$ cat src/design/u2j_pkg.sv
// Shared types, character codes and helpers for the UTF-8 to JSON escaper.
`default_nettype none

package u2j_pkg;

  // Default depth of the command queue between decoder and expander
  localparam int U2J_QUEUE_DEPTH = 4;

  // Command kinds handed from the decoder to the expander
  typedef enum logic [2:0] {
    CMD_CHAR = 3'd0,  // one character as is
    CMD_ESC  = 3'd1,  // backslash, then the character
    CMD_U16  = 3'd2,  // \uXXXX from val_hi
    CMD_PAIR = 3'd3,  // \uXXXX\uXXXX from val_hi, then val_lo
    CMD_ERR  = 3'd4,  // error marker
    CMD_DONE = 3'd5   // end-of-string marker, err tells truncation or error
  } cmd_kind_t;

  typedef struct packed {
    cmd_kind_t   kind;
    logic        err;
    logic [15:0] val_hi;
    logic [15:0] val_lo;
  } cmd_t;

  // ASCII codes
  localparam logic [7:0] CH_NUL    = 8'h00;
  localparam logic [7:0] CH_QUOTE  = 8'h22;
  localparam logic [7:0] CH_APOS   = 8'h27;
  localparam logic [7:0] CH_SLASH  = 8'h2F;
  localparam logic [7:0] CH_BSLASH = 8'h5C;
  localparam logic [7:0] CH_U      = 8'h75;

  // UTF-8 lead byte bounds
  localparam logic [7:0] LEAD_MIN   = 8'hC2;
  localparam logic [7:0] LEAD_LIMIT = 8'hF5;
  localparam logic [7:0] LEAD_E0    = 8'hE0;
  localparam logic [7:0] LEAD_F0    = 8'hF0;
  localparam logic [7:0] LEAD_F4    = 8'hF4;

  // Code point bounds
  localparam logic [20:0] CP_BMP_LOW_MAX  = 21'h00D7FF;
  localparam logic [20:0] CP_BMP_HIGH_MIN = 21'h00E000;
  localparam logic [20:0] CP_BMP_MAX      = 21'h00FFFF;
  localparam logic [20:0] CP_SUPP_MIN     = 21'h010000;
  localparam logic [20:0] CP_MAX          = 21'h10FFFF;

  // Surrogate prefixes (upper six bits of 0xD800 and 0xDC00)
  localparam logic [5:0] SUR_HI_PREFIX = 6'b110110;
  localparam logic [5:0] SUR_LO_PREFIX = 6'b110111;

  // Uppercase hex digit of a nibble
  function automatic logic [7:0] hex_char(input logic [3:0] v);
    logic [7:0] w;
    w = {4'h0, v};
    hex_char = (v < 4'd10) ? (8'h30 + w) : (8'h37 + w);
  endfunction

endpackage

`default_nettype wire

$ cat src/design/u2j_front.sv
// Decoder: accepts input bytes, validates UTF-8 and issues escape commands.
`default_nettype none

module u2j_front
  import u2j_pkg::*;
(
  input  wire logic       clk,
  input  wire logic       rst,
  input  wire logic       s_tvalid,
  output      logic       s_tready,
  input  wire logic [7:0] s_tdata,   // [7:0] in_byte
  input  wire logic       s_tlast,   // str_end
  input  wire logic       q_full,
  output      logic       q_push,
  output      cmd_t       q_cmd
);

  logic [1:0]  bytes_pending, bytes_pending_next;
  logic [1:0]  seq_length, seq_length_next;
  logic [7:0]  lead_value, lead_value_next;
  logic [20:0] code_accum, code_accum_next;
  logic        error_latched, error_latched_next;

  logic        accept;
  logic        push;
  logic        bad;
  logic [7:0]  b;
  logic [20:0] accum_new;
  logic [20:0] s_off;
  logic [1:0]  pend_dec;
  cmd_t        cmd;

  assign s_tready = !q_full;
  assign accept   = s_tvalid && s_tready;
  assign b        = s_tdata;
  assign q_push   = accept && push;
  assign q_cmd    = cmd;

  // Decode one byte into a command and the next sequence state
  always_comb begin
    bytes_pending_next = bytes_pending;
    seq_length_next    = seq_length;
    lead_value_next    = lead_value;
    code_accum_next    = code_accum;
    error_latched_next = error_latched;
    push               = 1'b0;
    bad                = 1'b0;
    cmd                = '0;
    accum_new          = {code_accum[14:0], b[5:0]};
    s_off              = accum_new - CP_SUPP_MIN;
    pend_dec           = bytes_pending - 2'd1;

    if (s_tlast) begin
      push               = 1'b1;
      cmd.kind           = CMD_DONE;
      cmd.err            = error_latched || (bytes_pending != 2'd0);
      bytes_pending_next = '0;
      seq_length_next    = '0;
      lead_value_next    = '0;
      code_accum_next    = '0;
      error_latched_next = 1'b0;
    end else if (error_latched) begin
      // drop the rest of a failed string
      push = 1'b0;
    end else if (bytes_pending == 2'd0) begin
      if (b < 8'h20) begin
        push       = 1'b1;
        cmd.kind   = CMD_U16;
        cmd.val_hi = {8'h00, b};
      end else if (b < 8'h80) begin
        push       = 1'b1;
        cmd.val_hi = {8'h00, b};
        if (b == CH_QUOTE || b == CH_APOS || b == CH_BSLASH || b == CH_SLASH) begin
          cmd.kind = CMD_ESC;
        end else begin
          cmd.kind = CMD_CHAR;
        end
      end else if (b < LEAD_MIN || b >= LEAD_LIMIT) begin
        bad = 1'b1;
      end else begin
        // start a multi-byte sequence
        lead_value_next = b;
        if (b < LEAD_E0) begin
          seq_length_next    = 2'd1;
          bytes_pending_next = 2'd1;
          code_accum_next    = {16'h0000, b[4:0]};
        end else if (b < LEAD_F0) begin
          seq_length_next    = 2'd2;
          bytes_pending_next = 2'd2;
          code_accum_next    = {17'h00000, b[3:0]};
        end else begin
          seq_length_next    = 2'd3;
          bytes_pending_next = 2'd3;
          code_accum_next    = {18'h00000, b[2:0]};
        end
      end
    end else begin
      if (b[7:6] != 2'b10) begin
        bad = 1'b1;
      end
      // second-byte bounds for overlong and out-of-range forms
      if (bytes_pending == seq_length) begin
        if (lead_value == LEAD_E0 && b < 8'hA0) bad = 1'b1;
        if (lead_value == LEAD_F0 && b < 8'h90) bad = 1'b1;
        if (lead_value == LEAD_F4 && b >= 8'h90) bad = 1'b1;
      end
      if (!bad) begin
        if (pend_dec != 2'd0) begin
          code_accum_next    = accum_new;
          bytes_pending_next = pend_dec;
        end else begin
          bytes_pending_next = '0;
          seq_length_next    = '0;
          lead_value_next    = '0;
          code_accum_next    = '0;
          if (accum_new <= CP_BMP_LOW_MAX ||
              (accum_new >= CP_BMP_HIGH_MIN && accum_new <= CP_BMP_MAX)) begin
            push       = 1'b1;
            cmd.kind   = CMD_U16;
            cmd.val_hi = accum_new[15:0];
          end else if (accum_new >= CP_SUPP_MIN && accum_new <= CP_MAX) begin
            push       = 1'b1;
            cmd.kind   = CMD_PAIR;
            cmd.val_hi = {SUR_HI_PREFIX, s_off[19:10]};
            cmd.val_lo = {SUR_LO_PREFIX, s_off[9:0]};
          end else begin
            bad = 1'b1;
          end
        end
      end
    end

    // Flag once, drop the partial sequence
    if (bad) begin
      bytes_pending_next = '0;
      seq_length_next    = '0;
      lead_value_next    = '0;
      code_accum_next    = '0;
      error_latched_next = 1'b1;
      push               = 1'b1;
      cmd                = '0;
      cmd.kind           = CMD_ERR;
      cmd.err            = 1'b1;
    end
  end

  // Advance decoder state on each accepted transaction
  always_ff @(posedge clk) begin
    if (rst) begin
      bytes_pending <= '0;
      seq_length    <= '0;
      lead_value    <= '0;
      code_accum    <= '0;
      error_latched <= 1'b0;
    end else if (accept) begin
      bytes_pending <= bytes_pending_next;
      seq_length    <= seq_length_next;
      lead_value    <= lead_value_next;
      code_accum    <= code_accum_next;
      error_latched <= error_latched_next;
    end
  end

endmodule

`default_nettype wire

$ cat src/design/u2j_queue.sv
// Small command queue between the decoder and the expander.
`default_nettype none

module u2j_queue
  import u2j_pkg::*;
#(
  parameter int Depth = U2J_QUEUE_DEPTH
) (
  input  wire logic clk,
  input  wire logic rst,
  input  wire logic push,
  input  wire cmd_t push_cmd,
  output      logic full,
  input  wire logic pop,
  output      cmd_t head_cmd,
  output      logic empty
);

  localparam int PtrW = (Depth > 1) ? $clog2(Depth) : 1;
  localparam int CntW = $clog2(Depth + 1);
  localparam logic [PtrW-1:0] LastPtr = PtrW'(Depth - 1);
  localparam logic [CntW-1:0] FullCnt = CntW'(Depth);

  cmd_t            entries [Depth];
  logic [PtrW-1:0] wr_ptr;
  logic [PtrW-1:0] rd_ptr;
  logic [CntW-1:0] count;

  assign full     = (count == FullCnt);
  assign empty    = (count == '0);
  assign head_cmd = entries[rd_ptr];

  // Store pushed commands
  always_ff @(posedge clk) begin
    if (push) begin
      entries[wr_ptr] <= push_cmd;
    end
  end

  // Track pointers and fill count
  always_ff @(posedge clk) begin
    if (rst) begin
      wr_ptr <= '0;
      rd_ptr <= '0;
      count  <= '0;
    end else begin
      if (push) begin
        wr_ptr <= (wr_ptr == LastPtr) ? '0 : wr_ptr + 1'b1;
      end
      if (pop) begin
        rd_ptr <= (rd_ptr == LastPtr) ? '0 : rd_ptr + 1'b1;
      end
      if (push && !pop) begin
        count <= count + 1'b1;
      end else if (pop && !push) begin
        count <= count - 1'b1;
      end
    end
  end

endmodule

`default_nettype wire

$ cat src/design/u2j_back.sv
// Expander: turns queued commands into characters, one per cycle unless stalled.
`default_nettype none

module u2j_back
  import u2j_pkg::*;
(
  input  wire logic       clk,
  input  wire logic       rst,
  input  wire cmd_t       head_cmd,
  input  wire logic       q_empty,
  output      logic       q_pop,
  output      logic       m_tvalid,
  input  wire logic       m_tready,
  output      logic [7:0] m_tdata,   // [7:0] out_char
  output      logic       m_tlast,   // run_last
  output      logic [1:0] m_tuser    // [0] is_error, [1] is_done
);

  logic [3:0]  step;
  logic        load;
  logic        last;
  logic        sel_lo;
  logic [3:0]  sub;
  logic [15:0] word;
  logic [7:0]  u_char;
  logic [7:0]  ch;
  logic        err;
  logic        done;

  assign load  = !q_empty && (!m_tvalid || m_tready);
  assign q_pop = load && last;

  // Pick the current \uXXXX group and its position
  always_comb begin
    sel_lo = (head_cmd.kind == CMD_PAIR) && (step >= 4'd6);
    sub    = sel_lo ? (step - 4'd6) : step;
    word   = sel_lo ? head_cmd.val_lo : head_cmd.val_hi;
    unique case (sub)
      4'd0:    u_char = CH_BSLASH;
      4'd1:    u_char = CH_U;
      4'd2:    u_char = hex_char(word[15:12]);
      4'd3:    u_char = hex_char(word[11:8]);
      4'd4:    u_char = hex_char(word[7:4]);
      4'd5:    u_char = hex_char(word[3:0]);
      default: u_char = CH_NUL;
    endcase
  end

  // Select the character and flags for this step
  always_comb begin
    ch   = CH_NUL;
    err  = 1'b0;
    done = 1'b0;
    last = 1'b1;
    unique case (head_cmd.kind)
      CMD_CHAR: ch = head_cmd.val_hi[7:0];
      CMD_ESC: begin
        ch   = (step == 4'd0) ? CH_BSLASH : head_cmd.val_hi[7:0];
        last = (step == 4'd1);
      end
      CMD_U16: begin
        ch   = u_char;
        last = (step == 4'd5);
      end
      CMD_PAIR: begin
        ch   = u_char;
        last = (step == 4'd11);
      end
      CMD_ERR: err = 1'b1;
      CMD_DONE: begin
        err  = head_cmd.err;
        done = 1'b1;
      end
      default: ch = CH_NUL;
    endcase
  end

  // Hold or advance the output register and the step counter
  always_ff @(posedge clk) begin
    if (rst) begin
      step     <= '0;
      m_tvalid <= 1'b0;
    end else if (load) begin
      m_tvalid <= 1'b1;
      step     <= last ? 4'd0 : step + 4'd1;
    end else if (m_tready) begin
      m_tvalid <= 1'b0;
    end
  end

  // Load output payload
  always_ff @(posedge clk) begin
    if (load) begin
      m_tdata <= ch;
      m_tlast <= last;
      m_tuser <= {done, err};
    end
  end

endmodule

`default_nettype wire

$ cat src/design/utf8_to_json_escaper_unit.sv
// Top level: UTF-8 to JSON escaper with decoder, command queue and expander.
// Path: the decoder writes each command into the queue, and the expander loads
// its first character into the output register, held there until m_tready.
// Throughput: one input byte per cycle while the queue has room; one output
// character per cycle while m_tready is high, up to 12 per byte, set by the single
// expander output port. Bytes that only open or extend a sequence queue nothing.
// Reset: synchronous rst clears decoder state, the queue and the output valid.
`default_nettype none

module utf8_to_json_escaper_unit
  import u2j_pkg::*;
#(
  parameter int QueueDepth = U2J_QUEUE_DEPTH
) (
  input  wire logic       clk,
  input  wire logic       rst,
  input  wire logic       s_tvalid,
  output      logic       s_tready,
  input  wire logic [7:0] s_tdata,   // [7:0] in_byte
  input  wire logic       s_tlast,   // str_end
  output      logic       m_tvalid,
  input  wire logic       m_tready,
  output      logic [7:0] m_tdata,   // [7:0] out_char
  output      logic       m_tlast,   // run_last
  output      logic [1:0] m_tuser    // [0] is_error, [1] is_done
);

  logic q_push;
  logic q_pop;
  logic q_full;
  logic q_empty;
  cmd_t push_cmd;
  cmd_t head_cmd;

  u2j_front u_front (
    .clk      (clk),
    .rst      (rst),
    .s_tvalid (s_tvalid),
    .s_tready (s_tready),
    .s_tdata  (s_tdata),
    .s_tlast  (s_tlast),
    .q_full   (q_full),
    .q_push   (q_push),
    .q_cmd    (push_cmd)
  );

  u2j_queue #(
    .Depth (QueueDepth)
  ) u_queue (
    .clk      (clk),
    .rst      (rst),
    .push     (q_push),
    .push_cmd (push_cmd),
    .full     (q_full),
    .pop      (q_pop),
    .head_cmd (head_cmd),
    .empty    (q_empty)
  );

  u2j_back u_back (
    .clk      (clk),
    .rst      (rst),
    .head_cmd (head_cmd),
    .q_empty  (q_empty),
    .q_pop    (q_pop),
    .m_tvalid (m_tvalid),
    .m_tready (m_tready),
    .m_tdata  (m_tdata),
    .m_tlast  (m_tlast),
    .m_tuser  (m_tuser)
  );

endmodule

`default_nettype wire

$ cat config.mk
export PLATFORM = sky130hd
export DESIGN_NAME = utf8_to_json_escaper_unit
export DESIGN_NICKNAME = d
export VERILOG_FILES = /design/src/design/u2j_pkg.sv /design/src/design/u2j_front.sv /design/src/design/u2j_queue.sv /design/src/design/u2j_back.sv /design/src/design/utf8_to_json_escaper_unit.sv
export SDC_FILE = /design/constraint.sdc
export NUM_CORES = 1
export LEC_CHECK = 0
export BUFFER_PORTS_ARGS = -buffer_cell sky130_fd_sc_hd__buf_2
export CORE_MARGIN = 5
export CORE_UTILIZATION = 40
export DETAILED_ROUTE_END_ITERATION = 10
export GPL_TIMING_DRIVEN = 0
export PLACE_DENSITY = 0.62
export SYNTH_ARGS = -nofsm -noshare
export SYNTH_HDL_FRONTEND = slang
export SYNTH_SLANG_ARGS = --single-unit
$ cat constraint.sdc
create_clock -name clk -period 8 [get_ports clk]
set_clock_uncertainty 0.2 [all_clocks]
set_input_delay 1.2 -clock clk [delete_from_list [all_inputs] [get_ports clk]]
set_output_delay 1.2 -clock clk [all_outputs]
set_load 0.01 [all_outputs]
==> results.txt <==
Result of the run -> finished, final reports clean
Number of instances in the placed design -> 1008
Pwr Density -> 280 mW/mm²
Core Box Area -> 0.0219 mm²
Relative slew slack -> 0.294
Ys async rst share -> 0
Reg-to-reg startpoint -> u_back.step[0]
Top cells by area, synth -> sky130_fd_sc_hd__edfxtp_1, sky130_fd_sc_hd__dfxtp_1, sky130_fd_sc_hd__mux4_2
Sum of internal, switching and leakage power -> 2.78 mW
Sequential fraction of the synthesis area -> 0.549
Horizontal extent of the die -> 159 µm
Number of placement rows -> 54
Number of flops mapped to enable cells by yosys -> 135
Number of port buffers -> 20
Number of vias per cell after detailed routing -> 5.70
Syn-to-layout area delta -> 11.4%
Critical path launch point type -> input pin
Combined global-route utilization of all metal layers -> 0.157
DP HPWL -> 14100 µm
Clock slew seen by the registers of the worst setup and hold paths -> 70 ps
Ports placed on the boundary -> 26
Routability-driven placement congestion ratio -> 0.864
H-tree lvl count -> 4
Net count after synthesis -> 738
Largest area contributor in the netlist -> sky130_fd_sc_hd__edfxtp_1
Number of different library cells in the post-synthesis netlist -> 93
Kind of critical path -> in2reg
Number of maximum-capacitance violations -> 0
Place WS -> 3260 ps
Slack of the worst reg-to-reg path -> 3890 ps
Most common cell after layout, fill and taps aside -> sky130_fd_sc_hd__edfxtp_1
Endpoint with the worst hold slack -> u_back.m_tvalid
Max Fclk -> 231 MHz
Detailed-route wire length on metal 1 -> 9240 µm
Commonest non-fill, non-tap cells in the layout -> sky130_fd_sc_hd__edfxtp_1, sky130_fd_sc_hd__nand2_1, sky130_fd_sc_hd__dfxtp_1, sky130_fd_sc_hd__nor2_1, sky130_fd_sc_hd__o21ai_0
Wire length of the first global-routing pass -> 32200 µm
Worst hold-check slack -> 276 ps
Slowest library cell on the worst path -> sky130_fd_sc_hd__a2111o_1
Category of the worst setup path capture point -> register
Largest fanout of any net on the critical path -> 9
Via count of the first global-routing pass -> 5861
Antenna violations before repair -> 0
Post-DP Area -> 0.00937 mm²
Maximum clock path buffer count -> 2
Post-route minimum period -> 4330 ps
Syn Area/Cell -> 12.6 µm²
Worst path arrival time -> 4500 ps
LEAKAGE -> 3.28 nW
Synthesized area -> 0.00891 mm²
Reg-to-Reg End -> u_back.m_tdata[2]
CTS root buf -> sky130_fd_sc_hd__clkbuf_16
CTS resizes -> 0
Gr ovfl total -> 0
Final Slew Violations -> 0
Number of remaining DRC errors -> 0
Period Utilization, post-route -> 0.542
Summed area of non-filler cells in the final layout -> 0.00993 mm²
Post-detailed-routing wire length -> 20000 µm
Cell Chain, Critical Path -> clkbuf_1, and2_1, o311ai_1, a2111o_1, a311o_1, a21oi_2, ha_1, inv_1, fa_1, xor2_1, or3_1, a21oi_1
#FFs+latches synth -> 177
CTS tree -> yes
Largest net degree at the start of global routing -> 32
YS warnings -> 0
Peak per-stage delay on the critical path -> 490 ps
Die outline height -> 159 µm
Nets -> 777
Final cell count without fillers -> 1040
Number of instances in the synthesized netlist -> 708
Total inserted antenna cells -> 0
Buffers plus inverters on the worst setup path -> 2
Final setup TNS -> 0 ps
Critical hold path startpoint -> u_back.m_tvalid
Count of hold-fix buffers inserted at cts -> 0
Worst ir drop on vdd -> 163 µV
Path class of the lowest-slack min-delay path -> reg2reg
Fraction of post-synthesis cell area in the top cell type by area -> 0.455
Post-DRT Antenna Nets -> 0
Worst-Margin Slew -> 1050 ps
Post CTS Setup Buffer Count -> 0
Cell count of the worst reg-to-reg path -> 13
Number of setup violations in the final report -> 0
Met2 wirelength from detailed routing -> 9560 µm
Routed length on met3 -> 884 µm
Final Hold Vio Count -> 0
Wire length per cell -> 19.3 µm
Required time worst endpoint -> 8160 ps
Vias after detailed routing -> 5933
Inserted Clock Buffers -> 17
Clock sink total -> 177
Length of the first detailed-routing pass in iterations -> 5
Top Layer Used -> met4
Final core utilization -> 0.454
Hold depth -> 2
Kind of cell with the highest combined delay on the critical path -> compound AO/OA/AOI/OAI gates
Initial core utilization -> 0.407
Setup repair after global routing missed its margin -> false
Predominant post-synthesis flop cell -> sky130_fd_sc_hd__edfxtp_1
Number of DRC markers in iteration 0 -> 440
Setup ws final -> 3670 ps
Overall die area -> 0.0254 mm²
Share of layout cells above drive strength 1 -> 0.189
Clock latency at the later pin of the worst-skew pair -> 430 ps
[layer usage]
metal  track usage  vias up
li1              -     2846
met1         0.219     2912
met2         0.249      147
met3        0.0337       28
met4        0.0450        0
met5             0        -
[worst min-delay path: stages (launching register included)]
cell	delay, ps
sky130_fd_sc_hd__dfxtp_1	320
sky130_fd_sc_hd__nand2_1	60
sky130_fd_sc_hd__a21oi_1	50
[cell type report]
class                           count  area (µm²)
Buffer                             39         195
Clock buffer                       18         450
Clock inverter                     14         113
Fill cell                        2019       12000
Inverter                           20        75.1
Multi-Input combinational cell    472        3750
Sequential cell                   177        4890
Tap cell                          280         350
Timing Repair Buffer               20         100
[kinds of logic (layout without fill, tap and decap cells)]
group           after synthesis  after routing  synth area share
compound gates              168            168             0.137
xor+xnor                     10             10           0.00983
fa+ha+maj                    17             17            0.0247
buf+inv                      59            111            0.0303
flops                       177            177             0.549
mux                          53             53             0.104
simple gates                224            224             0.145
[Yosys cell counts, types with 7 or more instances]
library cell                 n
sky130_fd_sc_hd__and2_1     18
sky130_fd_sc_hd__and3_1      7
sky130_fd_sc_hd__inv_1      19
sky130_fd_sc_hd__clkbuf_1   22
sky130_fd_sc_hd__o21ai_0    34
sky130_fd_sc_hd__buf_2       8
sky130_fd_sc_hd__nand2_1    48
sky130_fd_sc_hd__a21oi_1    27
sky130_fd_sc_hd__mux2i_1    19
sky130_fd_sc_hd__dfxtp_1    42
sky130_fd_sc_hd__a31oi_1     7
sky130_fd_sc_hd__nand2b_1   17
sky130_fd_sc_hd__nor2b_1     7
sky130_fd_sc_hd__mux4_2     30
sky130_fd_sc_hd__nand4_1    10
sky130_fd_sc_hd__xor2_1      9
sky130_fd_sc_hd__nand3_1    14
sky130_fd_sc_hd__edfxtp_1  135
sky130_fd_sc_hd__nor2_1     34
sky130_fd_sc_hd__nor3_1     15
sky130_fd_sc_hd__ha_1       16
sky130_fd_sc_hd__o21ai_1     8
sky130_fd_sc_hd__a32o_1     11
sky130_fd_sc_hd__a21oi_2     8
sky130_fd_sc_hd__or4_1       7
[registers in the layout, indices dropped and copies added, names as in the netlist, 2 cells and up, named ones only]
| register | count |
|---|---|
| u_queue.entries | 124 |
| u_front.code_accum | 15 |
| u_back.m_tdata | 8 |
| u_front.lead_value | 8 |
| u_back.step | 4 |
| u_queue.count | 3 |
| u_back.m_tuser | 2 |
| u_front.bytes_pending | 2 |
| u_front.seq_length | 2 |
| u_queue.rd_ptr | 2 |
| u_queue.wr_ptr | 2 |
[power breakdown]
group	switching, mW	internal [mW]
registers	0.0358	1.11
clock network	0.368	0.426
logic	0.505	0.340
total	0.909	1.87
[worst max path at each step]
| stage | from | slack [ps] | cells after the start | to |
|---|---|---|---|---|
| 2_1_floorplan | s_tdata[6] | 3780 | 12 | u_queue.count[2] |
| 3_3_place_gp | s_tdata[6] | 2790 | 7 | u_queue.entries[0][22] |
| 3_5_place_dp | s_tdata[6] | 3260 | 12 | u_queue.count[2] |
| 4_1_cts | s_tdata[6] | 3670 | 12 | u_queue.count[2] |
| 5_1_grt | s_tdata[2] | 3470 | 9 | u_queue.entries[1][23] |
| 6_report | s_tdata[6] | 3670 | 12 | u_queue.count[2] |
Power figures use the tool's default switching activity.
